===== config.mk =====
export PLATFORM = sky130hd
export DESIGN_NAME = priority_table_with_promote_core
export DESIGN_NICKNAME = d
export VERILOG_FILES = /design/src/rtl/core/ptp_pkg.sv /design/src/rtl/core/ptp_front.sv /design/src/rtl/core/ptp_fifo.sv /design/src/rtl/core/ptp_back.sv /design/src/rtl/core/priority_table_with_promote_core.sv
export SDC_FILE = /design/constraint.sdc
export NUM_CORES = 1
export LEC_CHECK = 0
export BUFFER_PORTS_ARGS = -buffer_cell sky130_fd_sc_hd__buf_2
export CAP_MARGIN = 20
export CELL_PAD_IN_SITES_DETAIL_PLACEMENT = 2
export CELL_PAD_IN_SITES_GLOBAL_PLACEMENT = 2
export CORE_ASPECT_RATIO = 1.4
export CORE_MARGIN = 8
export CORE_UTILIZATION = 32
export DETAILED_ROUTE_END_ITERATION = 6
export GPL_TIMING_DRIVEN = 0
export PLACE_DENSITY_LB_ADDON = 0.12
export SYNTH_ARGS = -nofsm -noshare
export SYNTH_HDL_FRONTEND = slang
export SYNTH_SLANG_ARGS = --single-unit

===== constraint.sdc =====
create_clock -name clk -period 9.3 [get_ports clk]
set_clock_uncertainty 0.05 [all_clocks]
set_input_delay 1.86 -clock clk [delete_from_list [all_inputs] [get_ports clk]]
set_output_delay 1.86 -clock clk [all_outputs]
set_load 0.1 [all_outputs]

===== src/rtl/core/ptp_pkg.sv =====
// ----------------------------------------------------------------------------
// ptp_pkg: shared types and defaults of the priority table
// Operation codes and the default sizes of the table.
// ----------------------------------------------------------------------------
package ptp_pkg;

  localparam int DEF_SLOTS         = 16;
  localparam int DEF_VALUE_BITS    = 32;
  localparam int DEF_PRIORITY_BITS = 16;
  localparam int QUEUE_DEPTH       = 4;

  typedef enum logic [1:0] {
    KIND_ADD     = 2'd0,
    KIND_PROMOTE = 2'd1,
    KIND_LOOKUP  = 2'd2,
    KIND_NOP     = 2'd3
  } kind_t;

endpackage


===== src/rtl/core/ptp_front.sv =====
// ----------------------------------------------------------------------------
// ptp_front: input stage of the priority table
// Accepts words, decodes the operation kind, drops unused payload and
// hands the operation to the queue.
// ----------------------------------------------------------------------------
module ptp_front
  import ptp_pkg::*;
#(
  parameter int ID_BITS    = 4,
  parameter int VALUE_BITS = DEF_VALUE_BITS,
  parameter int QW         = 2 + ID_BITS + VALUE_BITS
) (
  input  logic                  clk,
  input  logic                  rst_n,
  input  logic                  in_valid,
  output logic                  in_ready,
  input  logic [1:0]            in_kind,
  input  logic [ID_BITS-1:0]    in_id,
  input  logic [VALUE_BITS-1:0] in_value,
  output logic                  push_valid,
  input  logic                  push_ready,
  output logic [QW-1:0]         push_data
);

  logic                  hold_valid_r;
  kind_t                 kind_r;
  logic [ID_BITS-1:0]    id_r;
  logic [VALUE_BITS-1:0] value_r;
  kind_t                 kind_dec;

  // every 2-bit code is a defined kind
  assign kind_dec = kind_t'(in_kind);

  assign in_ready   = !hold_valid_r || push_ready;
  assign push_valid = hold_valid_r;
  assign push_data  = {value_r, id_r, kind_r};

  always_ff @(posedge clk) begin
    if (!rst_n) begin
      hold_valid_r <= 1'b0;
    end else if (in_ready) begin
      hold_valid_r <= in_valid;
    end
  end

  always_ff @(posedge clk) begin
    if (in_valid && in_ready) begin
      kind_r  <= kind_dec;
      id_r    <= in_id;
      // only an add carries a payload
      value_r <= (kind_dec == KIND_ADD) ? in_value : '0;
    end
  end

endmodule


===== src/rtl/core/ptp_fifo.sv =====
// ----------------------------------------------------------------------------
// ptp_fifo: operation queue
// Small register queue between the input stage and the execution stage.
// ----------------------------------------------------------------------------
module ptp_fifo
  import ptp_pkg::*;
#(
  parameter int W     = 8,
  parameter int DEPTH = QUEUE_DEPTH
) (
  input  logic         clk,
  input  logic         rst_n,
  input  logic         push_valid,
  output logic         push_ready,
  input  logic [W-1:0] push_data,
  output logic         pop_valid,
  input  logic         pop_ready,
  output logic [W-1:0] pop_data
);

  localparam int PW = (DEPTH > 1) ? $clog2(DEPTH) : 1;
  localparam int CW = $clog2(DEPTH + 1);

  logic [W-1:0]  mem_r [DEPTH];
  logic [PW-1:0] wr_ptr_r, rd_ptr_r;
  logic [CW-1:0] count_r;
  logic          push_fire, pop_fire;

  assign push_ready = count_r != CW'(DEPTH);
  assign pop_valid  = count_r != '0;
  assign pop_data   = mem_r[rd_ptr_r];
  assign push_fire  = push_valid && push_ready;
  assign pop_fire   = pop_valid && pop_ready;

  always_ff @(posedge clk) begin
    if (!rst_n) begin
      wr_ptr_r <= '0;
      rd_ptr_r <= '0;
      count_r  <= '0;
    end else begin
      if (push_fire) begin
        wr_ptr_r <= (wr_ptr_r == PW'(DEPTH - 1)) ? '0 : wr_ptr_r + 1'b1;
      end
      if (pop_fire) begin
        rd_ptr_r <= (rd_ptr_r == PW'(DEPTH - 1)) ? '0 : rd_ptr_r + 1'b1;
      end
      if (push_fire && !pop_fire) begin
        count_r <= count_r + 1'b1;
      end else if (pop_fire && !push_fire) begin
        count_r <= count_r - 1'b1;
      end
    end
  end

  always_ff @(posedge clk) begin
    if (push_fire) begin
      mem_r[wr_ptr_r] <= push_data;
    end
  end

endmodule


===== src/rtl/core/ptp_back.sv =====
// ----------------------------------------------------------------------------
// ptp_back: execution stage of the priority table
// Reads the slot, applies add, promote or lookup, tracks the best entry
// and holds the result word until the receiver takes it.
// ----------------------------------------------------------------------------
module ptp_back
  import ptp_pkg::*;
#(
  parameter int SLOTS         = DEF_SLOTS,
  parameter int ID_BITS       = 4,
  parameter int VALUE_BITS    = DEF_VALUE_BITS,
  parameter int PRIORITY_BITS = DEF_PRIORITY_BITS,
  parameter int QW            = 2 + ID_BITS + VALUE_BITS,
  parameter int OW            = 2 * (ID_BITS + VALUE_BITS + PRIORITY_BITS + 1)
) (
  input  logic          clk,
  input  logic          rst_n,
  input  logic          pop_valid,
  output logic          pop_ready,
  input  logic [QW-1:0] pop_data,
  output logic          out_valid,
  input  logic          out_ready,
  output logic [OW-1:0] out_data
);

  localparam int CW = $clog2(SLOTS + 1);
  localparam int IW = ID_BITS;
  localparam int VW = VALUE_BITS;
  localparam int PB = PRIORITY_BITS;

  typedef enum logic [0:0] {
    B_IDLE,
    B_EXEC
  } bstate_t;

  bstate_t       state_r;
  kind_t         op_kind_r;
  logic [IW-1:0] op_id_r;
  logic [VW-1:0] op_val_r;

  logic [VW-1:0] mem_val [SLOTS];
  logic [PB-1:0] mem_pri [SLOTS];
  logic [VW-1:0] rd_val_r;
  logic [PB-1:0] rd_pri_r;

  logic [CW-1:0] used_r, used_nxt;
  logic [IW-1:0] best_slot_r, best_slot_nxt;
  logic [PB-1:0] best_pri_r, best_pri_nxt;
  logic [VW-1:0] best_val_r, best_val_nxt;
  logic          out_valid_r;
  logic [OW-1:0] out_data_r, out_data_nxt;

  logic          pop_fire, exec_fire, out_free;
  logic          stored, full;
  logic [PB-1:0] pri_inc;
  logic          wr_val_en, wr_pri_en;
  logic [IW-1:0] wr_addr;
  logic [PB-1:0] wr_pri;
  logic [IW-1:0] new_id;
  logic          ok;
  logic [VW-1:0] e_val;
  logic [PB-1:0] e_pri;
  logic          present;

  assign pop_ready = state_r == B_IDLE;
  assign pop_fire  = pop_valid && pop_ready;
  assign out_free  = !out_valid_r || out_ready;
  assign exec_fire = (state_r == B_EXEC) && out_free;
  assign out_valid = out_valid_r;
  assign out_data  = out_data_r;

  assign stored  = CW'(op_id_r) < used_r;
  assign full    = used_r == CW'(SLOTS);
  assign pri_inc = rd_pri_r + 1'b1;

  always_comb begin
    used_nxt      = used_r;
    best_slot_nxt = best_slot_r;
    best_pri_nxt  = best_pri_r;
    best_val_nxt  = best_val_r;
    wr_val_en     = 1'b0;
    wr_pri_en     = 1'b0;
    wr_addr       = op_id_r;
    wr_pri        = '0;
    new_id        = '0;
    ok            = 1'b0;
    e_val         = '0;
    e_pri         = '0;
    case (op_kind_r)
      KIND_ADD: begin
        if (!full) begin
          wr_val_en = 1'b1;
          wr_pri_en = 1'b1;
          wr_addr   = used_r[IW-1:0];
          wr_pri    = '0;
          if (used_r == '0 || best_pri_r == '0) begin
            best_slot_nxt = used_r[IW-1:0];
            best_pri_nxt  = '0;
            best_val_nxt  = op_val_r;
          end
          used_nxt = used_r + 1'b1;
          new_id   = used_r[IW-1:0];
          ok       = 1'b1;
        end
      end
      KIND_PROMOTE: begin
        if (stored) begin
          ok    = 1'b1;
          e_val = rd_val_r;
          e_pri = rd_pri_r;
          // saturate: at the top level nothing changes
          if (rd_pri_r != '1) begin
            wr_pri_en = 1'b1;
            wr_pri    = pri_inc;
            e_pri     = pri_inc;
            if (pri_inc >= best_pri_r) begin
              best_slot_nxt = op_id_r;
              best_pri_nxt  = pri_inc;
              best_val_nxt  = rd_val_r;
            end
          end
        end
      end
      KIND_LOOKUP: begin
        if (stored) begin
          ok    = 1'b1;
          e_val = rd_val_r;
          e_pri = rd_pri_r;
        end
      end
      default: begin
      end
    endcase
    present = used_nxt != '0;
    out_data_nxt = {present ? best_pri_nxt : {PB{1'b0}},
                    present ? best_val_nxt : {VW{1'b0}},
                    present ? best_slot_nxt : {IW{1'b0}},
                    present, e_pri, e_val, ok, new_id};
  end

  always_ff @(posedge clk) begin
    if (!rst_n) begin
      state_r     <= B_IDLE;
      used_r      <= '0;
      best_slot_r <= '0;
      best_pri_r  <= '0;
      out_valid_r <= 1'b0;
    end else begin
      if (exec_fire) begin
        out_valid_r <= 1'b1;
      end else if (out_ready) begin
        out_valid_r <= 1'b0;
      end
      case (state_r)
        B_IDLE: begin
          if (pop_valid) begin
            state_r <= B_EXEC;
          end
        end
        B_EXEC: begin
          if (out_free) begin
            state_r     <= B_IDLE;
            used_r      <= used_nxt;
            best_slot_r <= best_slot_nxt;
            best_pri_r  <= best_pri_nxt;
          end
        end
        default: begin
          state_r <= B_IDLE;
        end
      endcase
    end
  end

  always_ff @(posedge clk) begin
    if (pop_fire) begin
      op_kind_r <= kind_t'(pop_data[1:0]);
      op_id_r   <= pop_data[IW+1:2];
      op_val_r  <= pop_data[QW-1:IW+2];
    end
    if (exec_fire) begin
      best_val_r <= best_val_nxt;
      out_data_r <= out_data_nxt;
    end
  end

  // slot memory: read on dequeue, write back on execute
  always_ff @(posedge clk) begin
    if (pop_fire) begin
      rd_val_r <= mem_val[pop_data[IW+1:2]];
      rd_pri_r <= mem_pri[pop_data[IW+1:2]];
    end
    if (exec_fire && wr_val_en) begin
      mem_val[wr_addr] <= op_val_r;
    end
    if (exec_fire && wr_pri_en) begin
      mem_pri[wr_addr] <= wr_pri;
    end
  end

endmodule


===== src/rtl/core/priority_table_with_promote_core.sv =====
// ----------------------------------------------------------------------------
// priority_table_with_promote_core: slot table with promote and max tracking
// Add stores a value at priority 0 in the next free slot, promote raises
// an entry's priority by one with saturation, lookup reads an entry.
// Every operation returns one result word that also reports the entry of
// highest priority (a tie goes to the entry that reached that level last).
//
// Input channel: in_tuser carries the kind (0 add, 1 promote, 2 lookup,
// 3 no operation); in_tdata carries the slot id and the value to add.
// An input register feeds a four-entry queue, so words are taken while
// execution or the output is busy.
// The execution stage handles one word at a time: it reads the slot
// memory, then updates it and loads the output register, and takes the
// next word from the queue only after that. A word passes the input
// register, the queue, the slot read and then the output register.
// Reset empties the table and the queue; slot contents stay undefined
// until written. When out_tready is low the result is held, execution
// stops and the queue then the input stage fill before in_tready drops.
// ----------------------------------------------------------------------------
module priority_table_with_promote_core
  import ptp_pkg::*;
#(
  parameter int SLOTS         = DEF_SLOTS,
  parameter int VALUE_BITS    = DEF_VALUE_BITS,
  parameter int PRIORITY_BITS = DEF_PRIORITY_BITS,
  localparam int ID_BITS      = (SLOTS > 1) ? $clog2(SLOTS) : 1,
  localparam int IN_BITS      = ID_BITS + VALUE_BITS,
  localparam int IN_W         = ((IN_BITS + 7) / 8) * 8,
  localparam int OUT_BITS     = 2 * (ID_BITS + VALUE_BITS + PRIORITY_BITS + 1),
  localparam int OUT_W        = ((OUT_BITS + 7) / 8) * 8
) (
  input  logic             clk,
  input  logic             rst_n,
  input  logic             in_tvalid,
  output logic             in_tready,
  // fields from bit 0: entry_id, item_value
  input  logic [IN_W-1:0]  in_tdata,
  // fields from bit 0: kind
  input  logic [1:0]       in_tuser,
  output logic             out_tvalid,
  input  logic             out_tready,
  // fields from bit 0: new_id, ok, entry_value, entry_priority,
  // max_present, max_id, max_value, max_priority
  output logic [OUT_W-1:0] out_tdata
);

  localparam int QW = 2 + ID_BITS + VALUE_BITS;

  logic            push_valid, push_ready;
  logic [QW-1:0]   push_data;
  logic            pop_valid, pop_ready;
  logic [QW-1:0]   pop_data;
  logic [OUT_BITS-1:0] res_data;

  ptp_front #(
    .ID_BITS    (ID_BITS),
    .VALUE_BITS (VALUE_BITS),
    .QW         (QW)
  ) u_front (
    .clk        (clk),
    .rst_n      (rst_n),
    .in_valid   (in_tvalid),
    .in_ready   (in_tready),
    .in_kind    (in_tuser),
    .in_id      (in_tdata[ID_BITS-1:0]),
    .in_value   (in_tdata[IN_BITS-1:ID_BITS]),
    .push_valid (push_valid),
    .push_ready (push_ready),
    .push_data  (push_data)
  );

  ptp_fifo #(
    .W     (QW),
    .DEPTH (QUEUE_DEPTH)
  ) u_fifo (
    .clk        (clk),
    .rst_n      (rst_n),
    .push_valid (push_valid),
    .push_ready (push_ready),
    .push_data  (push_data),
    .pop_valid  (pop_valid),
    .pop_ready  (pop_ready),
    .pop_data   (pop_data)
  );

  ptp_back #(
    .SLOTS         (SLOTS),
    .ID_BITS       (ID_BITS),
    .VALUE_BITS    (VALUE_BITS),
    .PRIORITY_BITS (PRIORITY_BITS),
    .QW            (QW),
    .OW            (OUT_BITS)
  ) u_back (
    .clk       (clk),
    .rst_n     (rst_n),
    .pop_valid (pop_valid),
    .pop_ready (pop_ready),
    .pop_data  (pop_data),
    .out_valid (out_tvalid),
    .out_ready (out_tready),
    .out_data  (res_data)
  );

  assign out_tdata = OUT_W'(res_data);

endmodule

Word level (Yosys, flattened, before mapping):

Memory sizes are Yosys's and may differ from the RTL's. A register that Yosys moved wholly into a read port is not among the register bits.
Cells that the tools add are included.
W data, S select, Z words.

* $add $sub $neg: 6
* $mul: 0
* divide/modulo/power cells: 0
* order comparisons: 2
* equality and inequality tests: 7
* shift-type cells: 0
* muxes and demuxes: 53
* bitwise operators: 2
* reductions and logical operators: 27

Operator list (number)
* $mux W16: 11
* $mux W32: 5
* $pmux W16 S2: 2
* $pmux W32 S2: 1
* $mux W4: 7
* $add A16 B1 Y16 const B: 1
* $ge A16 B16 Y1: 1
* $logic_not A16 Y1: 1
* $ne A16 B16 Y1 const B: 1
* $mux W1: 15
* $mux W5: 2
* $logic_and A1 B1 Y1: 8
* $mux W2: 4
* $pmux W4 S2: 1
* $eq A2 B2 Y1 const B: 3
* $mux W3: 2
* $pmux W1 S2: 3
* $add A5 B1 Y5 const B: 1
* $eq A5 B5 Y1 const B: 1
* $logic_not A5 Y1: 1
* $lt A4 B5 Y1: 1
* $reduce_bool A5 Y1: 1
* $add A2 B1 Y2 const B: 2
* $logic_not A1 Y1: 4
* 11 further kinds: 18

* flip-flop bits (word level): 249
* latch bits: 0
* RAM bits: 920
* bits in read-only memories: 0
* output and inout port bits: 114
* memories: 3

Memories
* u_back.mem_val: depth 16, width 32, read ports 1, clocked after memory_dff 1, write ports 1, line ptp_back.sv:41 `logic [VW-1:0] mem_val [SLOTS];`
* u_back.mem_pri: depth 16, width 16, read ports 1, clocked after memory_dff 1, write ports 1, line ptp_back.sv:42 `logic [PB-1:0] mem_pri [SLOTS];`
* u_fifo.mem_r: depth 4, width 38, read ports 1, clocked after memory_dff 1, write ports 1, line ptp_fifo.sv:24 `logic [W-1:0] mem_r [DEPTH];`

Logic depth before layout (Yosys ltp):

Gate-level depths: netlist of the first run.

* word-level depth: 7
* gate-level depth with buffers: 14
* gate-level depth less buffers: 12

Cells and area by module:

A second synthesis of the first run with hierarchy kept.

* cell total of the unflattened synthesis: 2279
* area total of the unflattened synthesis: 47413.0 µm²

Modules (own cells, without submodules)
* ptp_back: instances 1, cells an instance 1944, area each 39968.3 µm², sequential area each 30329.1 µm²
* ptp_fifo: instances 1, cells an instance 249, area each 5965.7 µm², sequential area each 4744.6 µm²
* ptp_front: instances 1, cells an instance 79, area each 1430.1 µm², sequential area each 1161.1 µm²
* priority_table_with_promote_core: instances 1, cells an instance 7, area each 48.8 µm², sequential area each 0.0 µm²

Worst setup path before layout of the first run:

No wires, ideal clock.

* path type: in2reg
* from: input out_tready
* to: memory u_back.mem_val[7][0] (netlist bit) (enable)
* data arrival time: 8.551 ns
* data required time: 8.828 ns
* path slack: 0.277 ns
* cell stages on the path: 6
* path buffers: 1
* cell sequence: nand2b_1 -> nand2_1 -> inv_1 -> clkbuf_1 -> nand3_1 -> nor2_1

* word-level cells in the longest chain between the ends: 5

RTL lines
* from (decl): line priority_table_with_promote_core.sv:41 `input logic out_tready,`
* $logic_or A1 B1 Y1: line ptp_back.sv:67 `assign out_free = !out_valid_r || out_ready;`
* $logic_and A1 B1 Y1: line ptp_back.sv:68 `assign exec_fire = (state_r == B_EXEC) && out_free;`
* via u_back.exec_fire: line ptp_back.sv:53 `logic pop_fire, exec_fire, out_free;`
* $logic_and A1 B1 Y1: line ptp_back.sv:193 `if (exec_fire && wr_val_en) begin`
* $mux W1: line ptp_back.sv:193
* $mux W1 (implied by the code): line ptp_back.sv:194 `mem_val[wr_addr] <= op_val_r;`
* to (decl): line ptp_back.sv:41

The timed path passes the listed nets, and every way through them passes these cells.

Worst setup path after layout of the first run:

* from: register u_back.rd_pri_r[0] (read register of u_back.mem_pri)
* to: register u_back.out_data_r[82], in the netlist u_back.out_data[82], data pin

* word-level cells in the longest chain between the ends: 6
* elaborated cells on any way between the ends: 7
* those cells by class: add/sub (1); order compare (1); eq/ne (1); mux (4)

RTL lines
* from (decl): line ptp_back.sv:44 `logic [PB-1:0] rd_pri_r;`
* $add A16 B1 Y16: line ptp_back.sv:74 `assign pri_inc = rd_pri_r + 1'b1;`
* $ge A16 B16 Y1: line ptp_back.sv:116 `if (pri_inc >= best_pri_r) begin`
* $mux W32: line ptp_back.sv:116
* $mux W32 (*): line ptp_back.sv:112 `if (rd_pri_r != '1) begin`
* $mux W32 (*): line ptp_back.sv:107 `if (stored) begin`
* $pmux W32 S2 (*): line ptp_back.sv:89 `case (op_kind_r)`
* to (signal assigned): line ptp_back.sv:183 `out_data_r <= out_data_nxt;`
* to (decl): line ptp_back.sv:51 `logic [OW-1:0] out_data_r, out_data_nxt;`

Every way passes the cells marked *; elsewhere a longest branch is shown, timed or not.
A chain may end at the register's enable or synchronous reset.

==> run_results.csv, run 1 <==
group,metric,value,unit
status,outcome,"finished, final reports clean",
cts,cts_sinks,1219,
setup_path,cp-start-kind,"register",
timing,setup_viol,0,
floorplan,io_pins,160,
place,gp_congestion,0.786,
setup_path,r2r_cells,12,
power_and_ir_drop,irDropWorstVdd,0.235,mV
cts,clock_latency,0.73,ns
cells_and_area,area.growth.synth_to_final,18.7,%
timing,slew_headroom,20.0,%
cells_and_area,drive_above_1_share,26.8,%
floorplan,die_y,472,µm
timing,period_share,64.2,%
run,cap_violations,0,
drt,first_iter_violations,1735,
cts,ctsHtreeMaxLevel,3,
floorplan,core,148000,µm²
synth,synth.area.top_cells,"edfxtp_1 75%, mux4_2 11%, dfxtp_1 1.6%, mux2i_1 1.1%, and3_1 0.92%",
cts,numCtsBuffers,121,
drt,ant_nets,0,
cts,cts_tree,"built",
cts,cts_hold_buf,0,
synth,synth_top_family_by_area,"multiplexers",
synth,synth_area_leader_cell,"edfxtp_1",
cts,root_buffer,"clkbuf_16",
setup_path,worst_path_max_delay_cell,"xnor2_1",
setup_path,crit_fanout,10,
global_routing,antenna_found_initial,18,
cts,clockBufferDepth,3,
drt,dr.pass1.iters,5,
setup_path,critPathMaxStageDelay,0.91,ns
floorplan,start_util,32.2,%
synth,synth_top_cell_area_share,74.7,%
power_and_ir_drop,p_per_area,352,nW/µm²
synth,synth.mux.area_fraction,12.0,%
cts,post-cts-setup-buffers,0,
synth,syn_area,47500,µm²
drt,wl,149000,µm
timing,rsz0062_at_grt,"false",
global_routing,grt_max_degree,69,
global_routing,grt-ovfl-total,0,
timing,timing.fmax,167,MHz
worst_hold_path,whs_path_depth,1,
drt,viasPerCell,5.15,
synth,syn_inst,2411,
place,port_buffers,148,
floorplan,fp-row-count,167,
synth,ys_types,71,
setup_path,r2r_setup_slack,3.33,ns
setup_path,critPathRequiredTime,9.67,ns
global_routing,grt_pass1_vias,27916,
synth,ys_seq_area_share,76.3,%
cells_and_area,nets,2825,
global_routing,gr-usage-all-layers,18.3,%
setup_path,worst_setup_path_end_kind,"register",
synth,synth_warnings,0,
setup_path,crit_chain,"and2_1, nand4_1, or2_2, xnor2_1, ha_1, a21oi_1, o21bai_1, or4_1, a21oi_2, clkbuf_1, o21ai_0, a31oi_1",
timing,worst_slack,3.33,ns
synth,synth_edf_count,1182,
synth,synth_compound_area_share,4.59,%
timing,hold_violations,0,
place,dp_slack,3.32,ns
synth,synth-adder-area-share,0.911,%
synth,synth.avg_cell_area,19.7,µm²
synth,synth_ff_type,"edfxtp_1",
worst_hold_path,hold_path.class,"reg -> reg",
floorplan,die-area,161000,µm²
floorplan,fp.dieW,342,µm
synth,ys_seq_elements,1219,
timing,timing_worst_slew_pin_value,1.20,ns
timing,finalMaxSlewViolations,0,
place,hpwl,108000,µm
synth,synth_simple_gate_area_share,4.03,%
synth,ys_async_sr_fraction,0,%
cts,ctsResizeCount,0,
synth,synthXorXnorAreaFrac,0.332,%
setup_path,worstPathArrival,6.34,ns
power_and_ir_drop,power,19.8,mW
timing,min_period,5.97,ns
power_and_ir_drop,p_leak,18.5,nW
drt,num_vias,24698,
drt,wl_per_cell,31.2,µm
setup_path,crit_type,"reg -> reg",
place,place_area,52100,µm²
cells_and_area,design_area,56400,µm²
drt,route.detailed.drc,0,
cts,cts.clk_slew.worst_paths,0.07,ns
global_routing,grt_pass1_wl,212000,µm
## stage by stage
step	TNS, ns	util (%)	hold WS, ns	instances
floorplan	0	-	0.374	2416
global placement	-2704.41	34.3	0.393	4507
detailed placement	0	35.3	0.417	4565
CTS	0	38.2	0.438	4791
global route	0	38.2	0.451	4792
finish	0	38.2	0.441	4795
## layout by cell type (no fill, tap or decap), types with 12 or more instances in the layout
| cell | count |
|---|---|
| a21oi_1 | 58 |
| a22o_1 | 16 |
| a22oi_1 | 52 |
| a31oi_1 | 39 |
| a32o_1 | 16 |
| and2_1 | 59 |
| and3_1 | 70 |
| buf_12 | 16 |
| buf_16 | 25 |
| buf_2 | 201 |
| buf_4 | 23 |
| buf_6 | 13 |
| buf_8 | 12 |
| bufinv_16 | 23 |
| clkbuf_1 | 72 |
| clkbuf_16 | 126 |
| clkinv_1 | 17 |
| clkinv_2 | 22 |
| dfxtp_1 | 37 |
| edfxtp_1 | 1182 |
| ha_1 | 33 |
| inv_1 | 39 |
| mux2i_1 | 51 |
| mux4_2 | 230 |
| nand2_1 | 25 |
| nand3_1 | 79 |
| nor2_1 | 28 |
| nor2_2 | 17 |
| nor2_4 | 17 |
| o21ai_0 | 38 |
| o21ai_1 | 57 |
## per-layer routing
metal	share of wire [%]	wire (µm)	track usage (%)	vias up
met5	0.0054	8	0	-
li1	-	-	-	10578
met3	3.8	5610	2.30	208
met2	54	80000	33.9	571
met1	39	58500	21.6	13339
met4	3.5	5260	6.62	2
## critical path, delay by kind of cell (launching register included)
kind                     cells  cell delay, ns
AO/OA/AOI/OAI                5            1.82
AND/OR/NAND/NOR              4            1.32
XOR/XNOR                     1            0.91
buffers and inverters        1            0.56
flip-flops                   1            0.55
adder cells (fa/ha/maj)      1            0.42
## report_power, final
group / total (mW) / internal, mW / switching, mW / leakage, nW
clock: 5.28 / 3.13 / 2.14 / 2.06
combinational: 6.48 / 1.77 / 4.71 / 5.21
sequential: 8.09 / 7.36 / 0.730 / 11.2
## sequential cells by signal (all words and copies together), names as in the netlist, 2 cells and up, named ones only
name / flops
u_back.mem_val: 512
u_back.mem_pri: 256
u_fifo.mem_r: 152
u_back.out_data: 106
u_back.best_val_r: 32
u_back.op_val_r: 32
u_back.rd_val_r: 32
u_front.value_r: 32
u_back.best_pri_r: 16
u_back.rd_pri_r: 16
u_back.used_r: 5
u_back.best_slot_r: 4
u_back.op_id_r: 4
u_front.id_r: 4
u_fifo.count_r: 3
u_back.op_kind_r: 2
u_fifo.rd_ptr_r: 2
u_fifo.wr_ptr_r: 2
u_front.kind_r: 2
## final timing paths
path | start | end
min reg2reg | u_back.best_slot_r[0]$_SDFFE_PN0P_ | u_back.best_slot_r[0]$_SDFFE_PN0P_
max | u_back.rd_pri_r[0]$_DFFE_PP_ | u_back.out_data[82]$_SDFFCE_PN0P_
min | u_back.best_slot_r[0]$_SDFFE_PN0P_ | u_back.best_slot_r[0]$_SDFFE_PN0P_
max reg2reg | u_back.rd_pri_r[0]$_DFFE_PP_ | u_back.out_data[82]$_SDFFCE_PN0P_
## cell families after synthesis
kind of cell | Yosys count
buffers and inverters | 177
multiplexers | 282
XOR/XNOR | 18
AND/OR/NAND/NOR | 350
adder cells (fa/ha/maj) | 34
flip-flops | 1219
AO/OA/AOI/OAI | 330
other | 1
## area by class of cell
type,count,area [µm²]
inverter,41,156
sequential,1219,36200
multi-input combinational,1020,10600
antenna,4,10.0
tap,1943,2430
fill,14061,91300
timing repair buffer,206,1970
clock buffer,155,3300
clock inverter,71,945
buffer,136,742
## cell usage after synthesis, types with 5 or more instances
cell type  instances
nand2_1           25
nand2b_1           6
edfxtp_1        1182
nor4_1             5
a21oi_1           58
clkbuf_1          48
mux4_2           230
and3_1            70
and2_1            63
a31oi_1           40
a22oi_1           52
a211o_1            6
o21ai_1           57
a32o_1            16
nor2_1            62
dfxtp_1           37
nor3_1            12
buf_6             12
o21ai_0           38
buf_2             53
mux2i_1           51
xor2_1             7
nor2b_1            8
xnor2_1           11
ha_1              33
inv_1             39
buf_4             19
a22o_1            16
nand3_1           79
o2bb2ai_1          6
Power figures use the tool's default switching activity.
==> run 2: changes to the inputs <==
clock period = 4.85 ns   (was 9.3 ns; I/O delays follow)
==> run 2 against run 1 <==
Total power increased by 87%. Worst setup slack worse by 3.2 ns. Count of clock-buffer cells in the layout is 1 lower. First-iteration DRC count is 6.3% lower. Largest cell class unchanged.
==> run_results.csv, run 2 (synthesis gave the netlist of run 1 again) <==
group,metric,value,unit
cells_and_area,largest-register,"u_back.mem_val",
power_and_ir_drop,p_clk_share,24.7,%
status,outcome,"finished, final reports clean",
timing,timing_worst_slew_pin_value,1.07,ns
setup_path,critPathMaxStageDelay,0.57,ns
drt,wl,145000,µm
global_routing,grt_pass1_vias,27593,
timing,rsz0062_at_grt,"false",
power_and_ir_drop,irDropWorstVdd,0.442,mV
cts,cts.clk_slew.worst_paths,0.06,ns
setup_path,crit_fanout,10,
global_routing,grt_pass1_wl,208000,µm
cells_and_area,nets,2808,
floorplan,die-area,161000,µm²
floorplan,start_util,32.2,%
setup_path,r2r_cells,14,
cts,clockBufferDepth,3,
timing,worst_slack,0.166,ns
timing,min_period,4.68,ns
power_and_ir_drop,comb_power_share,33.4,%
setup_path,rr_startpoint,"u_back.rd_pri_r[0]$_DFFE_PP_",
drt,num_vias,24484,
power_and_ir_drop,swShare,38.9,%
floorplan,fp-row-count,167,
timing,finalMaxSlewViolations,0,
cells_and_area,layout_commonest_cell,"edfxtp_1",
setup_path,r2r_setup_slack,0.17,ns
power_and_ir_drop,p_leak,18.1,nW
cts,cts_tree,"built",
floorplan,fp.dieW,342,µm
setup_path,cp-start-kind,"register",
drt,wl_per_cell,30.4,µm
power_and_ir_drop,p_switching,14.4,mW
place,gp_congestion,0.779,
setup_path,worstPathArrival,5.12,ns
global_routing,gr-usage-all-layers,17.8,%
setup_path,endpoint,"u_back.out_data[71]$_SDFFCE_PN0P_",
drt,first_iter_violations,1626,
global_routing,grt-ovfl-total,0,
cells_and_area,reg_top3,"u_back.mem_val: 512 flops, u_back.mem_pri: 256 flops, u_fifo.mem_r: 152 flops",
drt,ant_nets,0,
floorplan,core,148000,µm²
cts,root_buffer,"clkbuf_16",
floorplan,die_y,472,µm
power_and_ir_drop,power.internal,22.6,mW
global_routing,antenna_found_initial,11,
setup_path,worst_path_max_delay_cell,"or4_1",
timing,timing.fmax,214,MHz
setup_path,r2r-end,"u_back.out_data[71]$_SDFFCE_PN0P_",
drt,dr.pass1.iters,6,
cts,clock_latency,0.75,ns
cells_and_area,drive_above_1_share,26.7,%
cts,numCtsBuffers,117,
drt,viasPerCell,5.13,
timing,hold_violations,0,
power_and_ir_drop,power,37.1,mW
cells_and_area,final_cell_mix,"1,182 x edfxtp_1, 230 x mux4_2, 202 x buf_2",
worst_hold_path,whs_path_depth,1,
cells_and_area,nFillCells,14071,
setup_path,crit_chain,"ha_1, nand4_1, nor3_4, nand3_1, xnor2_2, ha_1, nand4_1, nor3_1, or4_1, a21oi_4, buf_12, clkbuf_2, o21ai_0, a31oi_2",
worst_hold_path,hold_path.class,"in -> reg",
setup_path,critPathRequiredTime,5.28,ns
power_and_ir_drop,p_seq_share,42.0,%
cts,ctsHtreeMaxLevel,3,
cts,cts_hold_buf,0,
cells_and_area,area.growth.synth_to_final,17.4,%
place,dp_slack,-0.947,ns
timing,fin_hold_ws,0.370,ns
power_and_ir_drop,p_per_area,665,nW/µm²
timing,period_share,96.6,%
setup_path,crit_type,"reg -> reg",
drt,route.detailed.drc,0,
floorplan,io_pins,160,
cells_and_area,largest_reg_flops,512,
place,hpwl,104000,µm
setup_path,worst_setup_path_end_kind,"register",
cells_and_area,final_core_util,37.8,%
global_routing,grt_max_degree,83,
place,port_buffers,148,
timing,slew_headroom,28.6,%
cts,cts_sinks,1219,
setup_path,crit_start,"u_back.rd_pri_r[0]$_DFFE_PP_",
run,cap_violations,0,
timing,setup_viol,0,
==> run 2: critical path, delay by kind of cell (launching register included) <==
family | cells | cell delay (ns)
simple gates | 6 | 1.56
xor+xnor | 1 | 0.37
flops | 1 | 0.54
fa+ha+maj | 2 | 0.67
buf+inv | 2 | 0.43
compound gates | 3 | 0.80
==> run 2: power by group through the flow <==
stage,logic (mW),clock network (mW),registers [mW]
floorplan,5.63,0,17.4
global placement,12.9,0,15.8
finish,12.4,9.14,15.6
global route,13.1,9.77,15.7
CTS,12.6,9.45,15.6
detailed placement,12.4,0,15.8
==> run 2: through the flow <==
step | instances | area (µm²) | TNS, ns
after floorplan | 2416 | 47500 | 0
after global placement | 4507 | 50700 | -1830.56
after detailed placement | 4550 | 51800 | -76.34
after CTS | 4770 | 55700 | 0
after global routing | 4770 | 55800 | 0
final | 4775 | 55800 | 0
==> run 2: per-layer routing <==
| layer | share of wire, % | vias to the layer above | global-route usage [%] |
|---|---|---|---|
| met5 | 0 | - | 0 |
| met4 | 3.1 | 0 | 5.94 |
| met3 | 3.3 | 174 | 2.25 |
| met2 | 53 | 511 | 32.9 |
| met1 | 40 | 13256 | 21.3 |
| li1 | - | 10543 | - |
==> run 2: cell type report <==
type / count / area [µm²] / share of cell area (%)
clock buffers: 154 / 3100 / 5.55
plain buffers: 135 / 759 / 1.36
repair buffers: 194 / 1620 / 2.90
well taps: 1943 / 2430 / 4.36
clock inverters: 64 / 658 / 1.18
inverters: 41 / 156 / 0.280
multi-input cells: 1020 / 10800 / 19.4
flip-flops and latches: 1219 / 36200 / 65.0
diodes: 5 / 12.5 / 0.0224
==> run 2: repair_timing <==
| item | 4_1_cts | 5_1_grt |
|---|---|---|
| gates resized for setup | 30 | 9 |
| setup buffers | 3 | 0 |
| pin swaps | 0 | 1 |
| endpoints found under the setup margin | 85 | 14 |
==> run 2: worst min path at each step <==
stage | start | to | slack (ns)
5_1_grt | in_tdata[2] | u_front.id_r[2]$_DFFE_PP_ | 0.32
6_report | in_tdata[1] | u_front.id_r[1]$_DFFE_PP_ | 0.37
2_1_floorplan | u_back.best_slot_r[0]$_SDFFE_PN0P_ | u_back.best_slot_r[0]$_SDFFE_PN0P_ | 0.37
3_3_place_gp | u_back.best_slot_r[2]$_SDFFE_PN0P_ | u_back.best_slot_r[2]$_SDFFE_PN0P_ | 0.39
3_5_place_dp | u_back.best_slot_r[0]$_SDFFE_PN0P_ | u_back.best_slot_r[0]$_SDFFE_PN0P_ | 0.41
4_1_cts | in_tdata[1] | u_front.id_r[1]$_DFFE_PP_ | 0.28
